<file path="src/hdl/idwt53_pkg.sv">
`timescale 1ns / 1ps

package idwt53_pkg;

    localparam int SAMPLE_BITS_DEF = 24;

    // Results one coefficient can release, and the output queue that absorbs them
    localparam int MAX_RES       = 3;
    localparam int RES_CNT_BITS  = $clog2(MAX_RES + 1);
    localparam int OUTQ_DEPTH    = 8;
    localparam int OUTQ_PTR_BITS = $clog2(OUTQ_DEPTH);

    typedef struct packed {
        logic [RES_CNT_BITS-1:0] cnt;   // number of result slots to write
        logic [MAX_RES-1:0]      ends;  // line end flag per slot
    } push_ctl_t;

endpackage

</file>
<file path="src/hdl/idwt53_lift.sv">
`timescale 1ns / 1ps

module idwt53_lift
    import idwt53_pkg::*;
#(
    parameter int SAMPLE_BITS = SAMPLE_BITS_DEF
)
(
    input  logic                          clk,
    input  logic                          rst_n,
    input  logic                          cfg_we,
    input  logic                          cfg_wdata,
    input  logic                          item_valid,
    input  logic signed [SAMPLE_BITS-1:0] item_sample,
    input  logic                          item_last,
    output push_ctl_t                     push,
    output logic signed [SAMPLE_BITS-1:0] res_data [MAX_RES]
);

    localparam int EW = SAMPLE_BITS + 2;
    localparam logic [1:0] POS_START = 2'd0;
    localparam logic [1:0] POS_FULL  = 2'd3;

    logic                          start_odd_reg;
    logic [1:0]                    pos_reg;
    logic [1:0]                    pos_next;
    logic                          phase_reg;
    logic                          phase_next;
    logic signed [SAMPLE_BITS-1:0] r0_reg;
    logic signed [SAMPLE_BITS-1:0] r1_reg;
    logic signed [SAMPLE_BITS-1:0] last_even_reg;

    logic                          phase;
    logic signed [SAMPLE_BITS-1:0] op_a;
    logic signed [SAMPLE_BITS-1:0] op_b;
    logic signed [SAMPLE_BITS-1:0] op_p;
    logic signed [SAMPLE_BITS-1:0] even_prev;
    logic signed [EW-1:0]          upd_sum;
    logic signed [EW-1:0]          upd_diff;
    logic signed [SAMPLE_BITS-1:0] even_val;
    logic signed [EW-1:0]          pred_avg;
    logic signed [SAMPLE_BITS-1:0] odd_val;
    logic signed [SAMPLE_BITS-1:0] tail_val;
    logic signed [SAMPLE_BITS-1:0] half_val;

    function automatic logic signed [SAMPLE_BITS-1:0] sat(input logic signed [EW-1:0] v);
        logic [EW-SAMPLE_BITS:0] top;
        top = v[EW-1:SAMPLE_BITS-1];
        if ((&top) || !(|top))
            return v[SAMPLE_BITS-1:0];
        else if (v[EW-1])
            return {1'b1, {(SAMPLE_BITS-1){1'b0}}};
        else
            return {1'b0, {(SAMPLE_BITS-1){1'b1}}};
    endfunction

    assign phase = (pos_reg == POS_START) ? start_odd_reg : phase_reg;

    // Undo update: even = a - floor((b + c + 2) / 4), end neighbours mirrored
    always_comb
    begin
        if (!phase)
        begin
            op_a      = item_sample;
            op_b      = r0_reg;
            op_p      = r0_reg;
            even_prev = (pos_reg >= 2'd2) ? last_even_reg : even_val;
        end
        else
        begin
            op_a      = r0_reg;
            op_b      = (pos_reg >= 2'd2) ? r1_reg : item_sample;
            op_p      = r1_reg;
            even_prev = (pos_reg == POS_FULL) ? last_even_reg : even_val;
        end
    end

    always_comb
    begin
        upd_sum  = EW'(op_b) + EW'(phase ? item_sample : r0_reg) + EW'(2);
        upd_diff = EW'(op_a) - (upd_sum >>> 2);
        even_val = sat(upd_diff);
        pred_avg = (EW'(even_prev) + EW'(even_val)) >>> 1;
        odd_val  = sat(EW'(op_p) + pred_avg);
        tail_val = sat(EW'(item_sample) + EW'(even_val));
        half_val = item_sample >>> 1;
    end

    always_comb
    begin
        push.cnt  = '0;
        push.ends = '0;
        for (int i = 0; i < MAX_RES; i++)
            res_data[i] = even_val;
        if (item_valid)
        begin
            if (!phase)
            begin
                if (item_last && pos_reg == POS_START)
                begin
                    push.cnt    = RES_CNT_BITS'(1);
                    push.ends   = MAX_RES'(3'b001);
                    res_data[0] = item_sample;
                end
                else if (item_last)
                begin
                    push.cnt    = RES_CNT_BITS'(2);
                    push.ends   = MAX_RES'(3'b010);
                    res_data[0] = odd_val;
                    res_data[1] = even_val;
                end
            end
            else if (pos_reg == POS_START)
            begin
                if (item_last)
                begin
                    push.cnt    = RES_CNT_BITS'(1);
                    push.ends   = MAX_RES'(3'b001);
                    res_data[0] = half_val;
                end
            end
            else if (pos_reg >= 2'd2)
            begin
                push.cnt    = item_last ? RES_CNT_BITS'(3) : RES_CNT_BITS'(2);
                push.ends   = item_last ? MAX_RES'(3'b100) : '0;
                res_data[0] = odd_val;
                res_data[1] = even_val;
                res_data[2] = tail_val;
            end
            else
            begin
                push.cnt    = item_last ? RES_CNT_BITS'(2) : RES_CNT_BITS'(1);
                push.ends   = item_last ? MAX_RES'(3'b010) : '0;
                res_data[0] = even_val;
                res_data[1] = tail_val;
            end
        end
    end

    always_comb
    begin
        if (item_last)
        begin
            pos_next   = POS_START;
            phase_next = 1'b0;
        end
        else
        begin
            pos_next   = (pos_reg == POS_FULL) ? POS_FULL : pos_reg + 2'd1;
            phase_next = ~phase;
        end
    end

    always_ff @(posedge clk or negedge rst_n)
    begin
        if (!rst_n)
        begin
            start_odd_reg <= 1'b0;
            pos_reg       <= POS_START;
            phase_reg     <= 1'b0;
        end
        else
        begin
            if (cfg_we)
                start_odd_reg <= cfg_wdata;
            if (item_valid)
            begin
                pos_reg   <= pos_next;
                phase_reg <= phase_next;
            end
        end
    end

    // Sample history is only read once the line has filled it
    always_ff @(posedge clk)
    begin
        if (item_valid)
        begin
            r1_reg <= r0_reg;
            r0_reg <= item_sample;
            if (phase && pos_reg != POS_START)
                last_even_reg <= even_val;
        end
    end

    a_three_only_at_end: assert property (@(posedge clk) disable iff (!rst_n)
        push.cnt == RES_CNT_BITS'(3) |-> push.ends == MAX_RES'(3'b100))
        else $error("three results without line end on the last slot");

    a_no_end_mid_line: assert property (@(posedge clk) disable iff (!rst_n)
        item_valid && !item_last |-> push.ends == '0)
        else $error("line end flagged before the last coefficient");

    a_restart_after_end: assert property (@(posedge clk) disable iff (!rst_n)
        item_valid && item_last |=> pos_reg == POS_START && phase_reg == 1'b0)
        else $error("line position not cleared after line end");

endmodule

</file>
<file path="src/hdl/idwt53_outq.sv">
`timescale 1ns / 1ps

module idwt53_outq
    import idwt53_pkg::*;
#(
    parameter int SAMPLE_BITS = SAMPLE_BITS_DEF
)
(
    input  logic                          clk,
    input  logic                          rst_n,
    input  push_ctl_t                     push,
    input  logic signed [SAMPLE_BITS-1:0] push_data [MAX_RES],
    output logic                          room,
    output logic                          out_valid,
    input  logic                          out_ready,
    output logic signed [SAMPLE_BITS-1:0] out_sample,
    output logic                          out_last
);

    logic signed [SAMPLE_BITS-1:0] q_data [OUTQ_DEPTH];
    logic                          q_last [OUTQ_DEPTH];
    logic [OUTQ_PTR_BITS-1:0]      wr_ptr_reg;
    logic [OUTQ_PTR_BITS-1:0]      rd_ptr_reg;
    logic [OUTQ_PTR_BITS:0]        count_reg;
    logic [OUTQ_PTR_BITS:0]        count_next;
    logic                          pop;

    assign out_valid  = (count_reg != '0);
    assign out_sample = q_data[rd_ptr_reg];
    assign out_last   = q_last[rd_ptr_reg];
    assign pop        = out_valid && out_ready;
    // Accept a new item only if a worst-case burst still fits
    assign room       = (count_reg <= (OUTQ_PTR_BITS+1)'(OUTQ_DEPTH - MAX_RES));
    assign count_next = count_reg + (OUTQ_PTR_BITS+1)'(push.cnt)
                        - (OUTQ_PTR_BITS+1)'(pop);

    always_ff @(posedge clk)
    begin
        for (int i = 0; i < MAX_RES; i++)
        begin
            if ((RES_CNT_BITS+1)'(i) < (RES_CNT_BITS+1)'(push.cnt))
            begin
                q_data[wr_ptr_reg + OUTQ_PTR_BITS'(i)] <= push_data[i];
                q_last[wr_ptr_reg + OUTQ_PTR_BITS'(i)] <= push.ends[i];
            end
        end
    end

    always_ff @(posedge clk or negedge rst_n)
    begin
        if (!rst_n)
        begin
            wr_ptr_reg <= '0;
            rd_ptr_reg <= '0;
            count_reg  <= '0;
        end
        else
        begin
            wr_ptr_reg <= wr_ptr_reg + OUTQ_PTR_BITS'(push.cnt);
            if (pop)
                rd_ptr_reg <= rd_ptr_reg + OUTQ_PTR_BITS'(1);
            count_reg <= count_next;
        end
    end

    a_count_bound: assert property (@(posedge clk) disable iff (!rst_n)
        count_reg <= (OUTQ_PTR_BITS+1)'(OUTQ_DEPTH))
        else $error("output queue count beyond depth");

    a_push_fits: assert property (@(posedge clk) disable iff (!rst_n)
        push.cnt != '0 |->
            count_reg + (OUTQ_PTR_BITS+1)'(push.cnt) <= (OUTQ_PTR_BITS+1)'(OUTQ_DEPTH))
        else $error("output queue overflow on push");

endmodule

</file>
<file path="src/hdl/inverse_dwt_53_reversible_line.sv">
`timescale 1ns / 1ps

// Channel     Direction  Payload
// s_axis      in         tdata: sample_in; tlast: is_last
// m_axis      out        tdata: sample_out; tlast: line_end
// cfg         in         cfg_wdata: start_odd, written when cfg_we is high
//
// One coefficient is accepted per cycle unless stalled; the input register holds it
// until the lifting logic writes its zero to three results into an 8-entry output queue.
// Results leave one per cycle if m_axis_tready is high; N coefficients yield N results.
// The input stalls only while the output queue holds more than five results.
// Reset (rst_n, asynchronous) empties both stages and restarts the line.
module inverse_dwt_53_reversible_line
    import idwt53_pkg::*;
#(
    parameter int SAMPLE_BITS = SAMPLE_BITS_DEF,
    localparam int DATA_BITS  = ((SAMPLE_BITS + 7) / 8) * 8
)
(
    input  logic                 clk,
    input  logic                 rst_n,
    input  logic                 cfg_we,
    input  logic                 cfg_wdata,
    input  logic                 s_axis_tvalid,
    output logic                 s_axis_tready,
    input  logic [DATA_BITS-1:0] s_axis_tdata,   // sample_in
    input  logic                 s_axis_tlast,   // is_last
    output logic                 m_axis_tvalid,
    input  logic                 m_axis_tready,
    output logic [DATA_BITS-1:0] m_axis_tdata,   // sample_out
    output logic                 m_axis_tlast    // line_end
);

    logic                          in_valid_reg;
    logic signed [SAMPLE_BITS-1:0] in_sample_reg;
    logic                          in_last_reg;
    logic                          room;
    logic                          advance;
    push_ctl_t                     push;
    logic signed [SAMPLE_BITS-1:0] res_data [MAX_RES];
    logic signed [SAMPLE_BITS-1:0] out_sample;

    assign advance       = in_valid_reg && room;
    assign s_axis_tready = !in_valid_reg || room;
    assign m_axis_tdata  = DATA_BITS'($unsigned(out_sample));

    always_ff @(posedge clk or negedge rst_n)
    begin
        if (!rst_n)
            in_valid_reg <= 1'b0;
        else if (s_axis_tvalid && s_axis_tready)
            in_valid_reg <= 1'b1;
        else if (advance)
            in_valid_reg <= 1'b0;
    end

    always_ff @(posedge clk)
    begin
        if (s_axis_tvalid && s_axis_tready)
        begin
            in_sample_reg <= s_axis_tdata[SAMPLE_BITS-1:0];
            in_last_reg   <= s_axis_tlast;
        end
    end

    idwt53_lift #(
        .SAMPLE_BITS (SAMPLE_BITS)
    ) u_lift (
        .clk         (clk),
        .rst_n       (rst_n),
        .cfg_we      (cfg_we),
        .cfg_wdata   (cfg_wdata),
        .item_valid  (advance),
        .item_sample (in_sample_reg),
        .item_last   (in_last_reg),
        .push        (push),
        .res_data    (res_data)
    );

    idwt53_outq #(
        .SAMPLE_BITS (SAMPLE_BITS)
    ) u_outq (
        .clk        (clk),
        .rst_n      (rst_n),
        .push       (push),
        .push_data  (res_data),
        .room       (room),
        .out_valid  (m_axis_tvalid),
        .out_ready  (m_axis_tready),
        .out_sample (out_sample),
        .out_last   (m_axis_tlast)
    );

endmodule

</file>
<file path="config.mk">
export PLATFORM = sky130hd
export DESIGN_NAME = inverse_dwt_53_reversible_line
export DESIGN_NICKNAME = d
export VERILOG_FILES = /design/src/hdl/idwt53_pkg.sv /design/src/hdl/idwt53_lift.sv /design/src/hdl/idwt53_outq.sv /design/src/hdl/inverse_dwt_53_reversible_line.sv
export SDC_FILE = /design/constraint.sdc
export NUM_CORES = 1
export LEC_CHECK = 0
export ABC_AREA = 1
export ABC_CLOCK_PERIOD_IN_PS = 14500
export BUFFER_PORTS_ARGS = -buffer_cell sky130_fd_sc_hd__buf_2
export CAP_MARGIN = 20
export CORE_ASPECT_RATIO = 2
export CORE_MARGIN = 2
export CORE_UTILIZATION = 40
export CTS_BUF_LIST = sky130_fd_sc_hd__clkbuf_4 sky130_fd_sc_hd__clkbuf_8
export CTS_CLUSTER_DIAMETER = 40
export DETAILED_ROUTE_END_ITERATION = 8
export GPL_TIMING_DRIVEN = 0
export PLACE_DENSITY = 0.56
export SLEW_MARGIN = 5
export SYNTH_ARGS = -nofsm -noshare
export SYNTH_HDL_FRONTEND = slang
export SYNTH_SLANG_ARGS = --single-unit
</file>
<file path="constraint.sdc">
create_clock -name clk -period 14.5 [get_ports clk]
set_clock_uncertainty 0.2 [all_clocks]
set_input_delay 1.45 -clock clk [delete_from_list [all_inputs] [get_ports clk]]
set_output_delay 1.45 -clock clk [all_outputs]
set_load 0.03 [all_outputs]
</file>
==> impl_metrics.ini <==
[logic_synthesis]
synthArstFlopShare_pct = 4.81
synthDistinctLibCells = 50
synth_edf_count = 297
yosys-top-cells-count = nand2_1, inv_1, nand3_1
synthDominantCellAreaShare_pct = 31.7
ys_seq_area_share_pct = 33.0
synthFlopType = edfxtp_1
synthTopCellsByArea = edfxtp_1, nand2_1, nand3_1, inv_1, ha_1
synth_nets = 4437
synth_area_leader_cell = edfxtp_1
synth.cell_area_um2 = 28200
ys_ff_latch = 312
postSynthAreaPerCell_um2 = 6.64
ys.warnings.count = 0
synthesis.instances = 4244
yosysMostFrequentCell = nand2_1

[worst_setup_path]
r2r_end = u_outq.q_data[1][21]
timing.rr.start = u_lift.pos_reg[0]
rr_worst_depth = 60
path_max_fanout = 10
startpoint_type = flip-flop
cp_common_cell = nand2_1
slowest_delay_ns = 0.55
critical_path_arrival_ns = 14.30
path_class = reg -> reg
end_kind = flip-flop
required_ns = 14.74
r2r_slack_ns = 0.44
crit_slowest_cell = a2111oi_1

[clock_network]
cts_buffer_depth = 3
cts_made_buffers = 54
root_buffer = clkbuf_8
postCtsHoldBufs = 0
cts_tree = built
path_clk_slew_ns = 0.08
cts.sink_count = 312
clk-insertion-delay-late_ns = 0.76
htreeDepth = 2
post-cts-setup-buffers = 0

[finish]
top_register = u_outq.q_data
syn_to_final_growth_pct = 10.5
fin_nets = 4568
drive_gt1_share_pct = 8.10
nFillCells = 7617
largest_reg_flops = 192

[sta]
period_share_pct = 97.0
min_period_ns = 14.06
maxSlewViolCount = 0
worst_slew_pin_slew_ns = 1.25
rsz0062_at_grt = false
fmaxAchievable_ghz = 0.0711
hold_viol = 0
relSlewSlack_pct = 16.4
setup_tns_ns = 0
setup_violations = 0

[route]
drc_errors = 0
postRouteAntennaNets = 0
firstDrtPassIters = 6
viasPerCell = 5.79
drt-initial-drc-count = 2582
drt_wl_total_um = 156000
via_count = 30800
routedWlPerCell_um = 29.4

[hold_path]
holdPathStages = 0
hold_end = u_lift.r1_reg[10]
hold_path.class = reg -> reg
min_from = u_lift.r0_reg[10]

[floorplanning]
die_x_um = 192
start_util_pct = 40.4
core-area_um2 = 69800
die_h_um = 379
num_rows = 137
io_pins = 58
die-area_um2 = 72700

[grt]
grt_pass1_wl_um = 217000
antenna_found_initial = 4
grt_max_degree = 58
grtUsageTotal_pct = 43.1
grt_pass1_vias = 30500
grt_remaining_overflow = 0

[flow_run]
maxCapViolations = 0

[placement]
port_buffers = 57
gp_congestion = 1.11
hpwl_um = 126000

[run_status]
outcome = finished clean
-- per-layer routing --
metal	track usage, %	wire length (µm)	up-vias
met1	36.7	45600	14200
li1	-	-	14100
met5	0.140	9	-
met3	8.68	9650	872
met2	74.8	76200	1587
met4	54.3	24900	2
-- worst max-delay path: cells and delay by family, from the launching register on --
| kind | cells | cell delay (ns) |
|---|---|---|
| AND/OR/NAND/NOR | 30 | 4.57 |
| adder cells (fa/ha/maj) | 6 | 2.41 |
| flip-flops | 1 | 0.51 |
| XOR/XNOR | 1 | 0.11 |
| buffers and inverters | 9 | 2.36 |
| AO/OA/AOI/OAI | 14 | 3.51 |
-- kinds of logic (layout without fill, tap and decap cells) --
| kind of cell | Yosys count | after routing | synth area share [%] |
|---|---|---|---|
| compound gates | 683 | 683 | 13.0 |
| xor+xnor | 88 | 88 | 2.74 |
| fa+ha+maj | 162 | 162 | 7.38 |
| buf+inv | 720 | 895 | 10.1 |
| flops | 312 | 312 | 33.0 |
| other cells | 0 | 3 | 0 |
| simple gates | 2279 | 2279 | 33.8 |
-- how the worst max path moves through the flow --
stage,from,to,depth (start not counted)
after floorplan,u_lift.pos_reg[0],u_outq.q_data[0][4],63
after global placement,u_lift.pos_reg[0],u_outq.q_data[7][3],58
after detailed placement,u_lift.pos_reg[0],u_outq.q_data[3][21],61
after CTS,u_lift.pos_reg[0],u_outq.q_data[3][21],63
after global routing,u_lift.pos_reg[0],u_outq.q_data[0][21],65
final,u_lift.pos_reg[0],u_outq.q_data[1][21],60
-- cell usage in the layout (no fill, tap or decap), drive strengths merged, types with 6 or more instances in the layout --
cell	count
clkinv	23
bufinv	8
nand4	34
dfrtp	15
a31oi	31
nor2	413
buf	151
xor2	55
fa	7
o21a	6
nand3	414
o21ai	333
clkbuf	157
o21bai	15
and2	6
inv	552
nor3	32
o22ai	25
edfxtp	297
xnor2	33
o211ai	15
a21oi	237
ha	155
a21o	10
or2	8
nand2	1364
-- what timing repair did --
item,in CTS,in global routing
cloned,0,0
hold endpoints to repair,0,0
pin swaps,0,0
setup endpoints to repair,192,192
gates resized for setup,7,18
-- final cells by class --
cell class                 instances  area (µm²)  area share (%)
multi-input combinational       3212       16100            51.7
clock buffer                      65         832            2.67
inverter                         551        2070            6.65
clock inverter                    35         400            1.29
buffer                           167         786            2.53
sequential                       312        9290            29.9
antenna                            3        7.51          0.0241
timing repair buffer              77         520            1.67
tap                              903        1130            3.63
-- through the flow --
step	instance area (µm²)	hold slack (ns)	std cells	setup WS [ns]	util, %
final	31100	0.246	5325	0.439	44.6
after global routing	31100	0.267	5324	0.0245	44.6
after CTS	31100	0.251	5319	0.00125	44.5
after detailed placement	29800	0.236	5221	-0.929	42.7
after global placement	29600	0.235	5204	-1.42	42.4
after floorplan	28200	0.226	4244	4.30	-
Power is left out: the tool's default activity adds up to more than one toggle a clock period on the data nets, which glitch-free logic cannot reach.
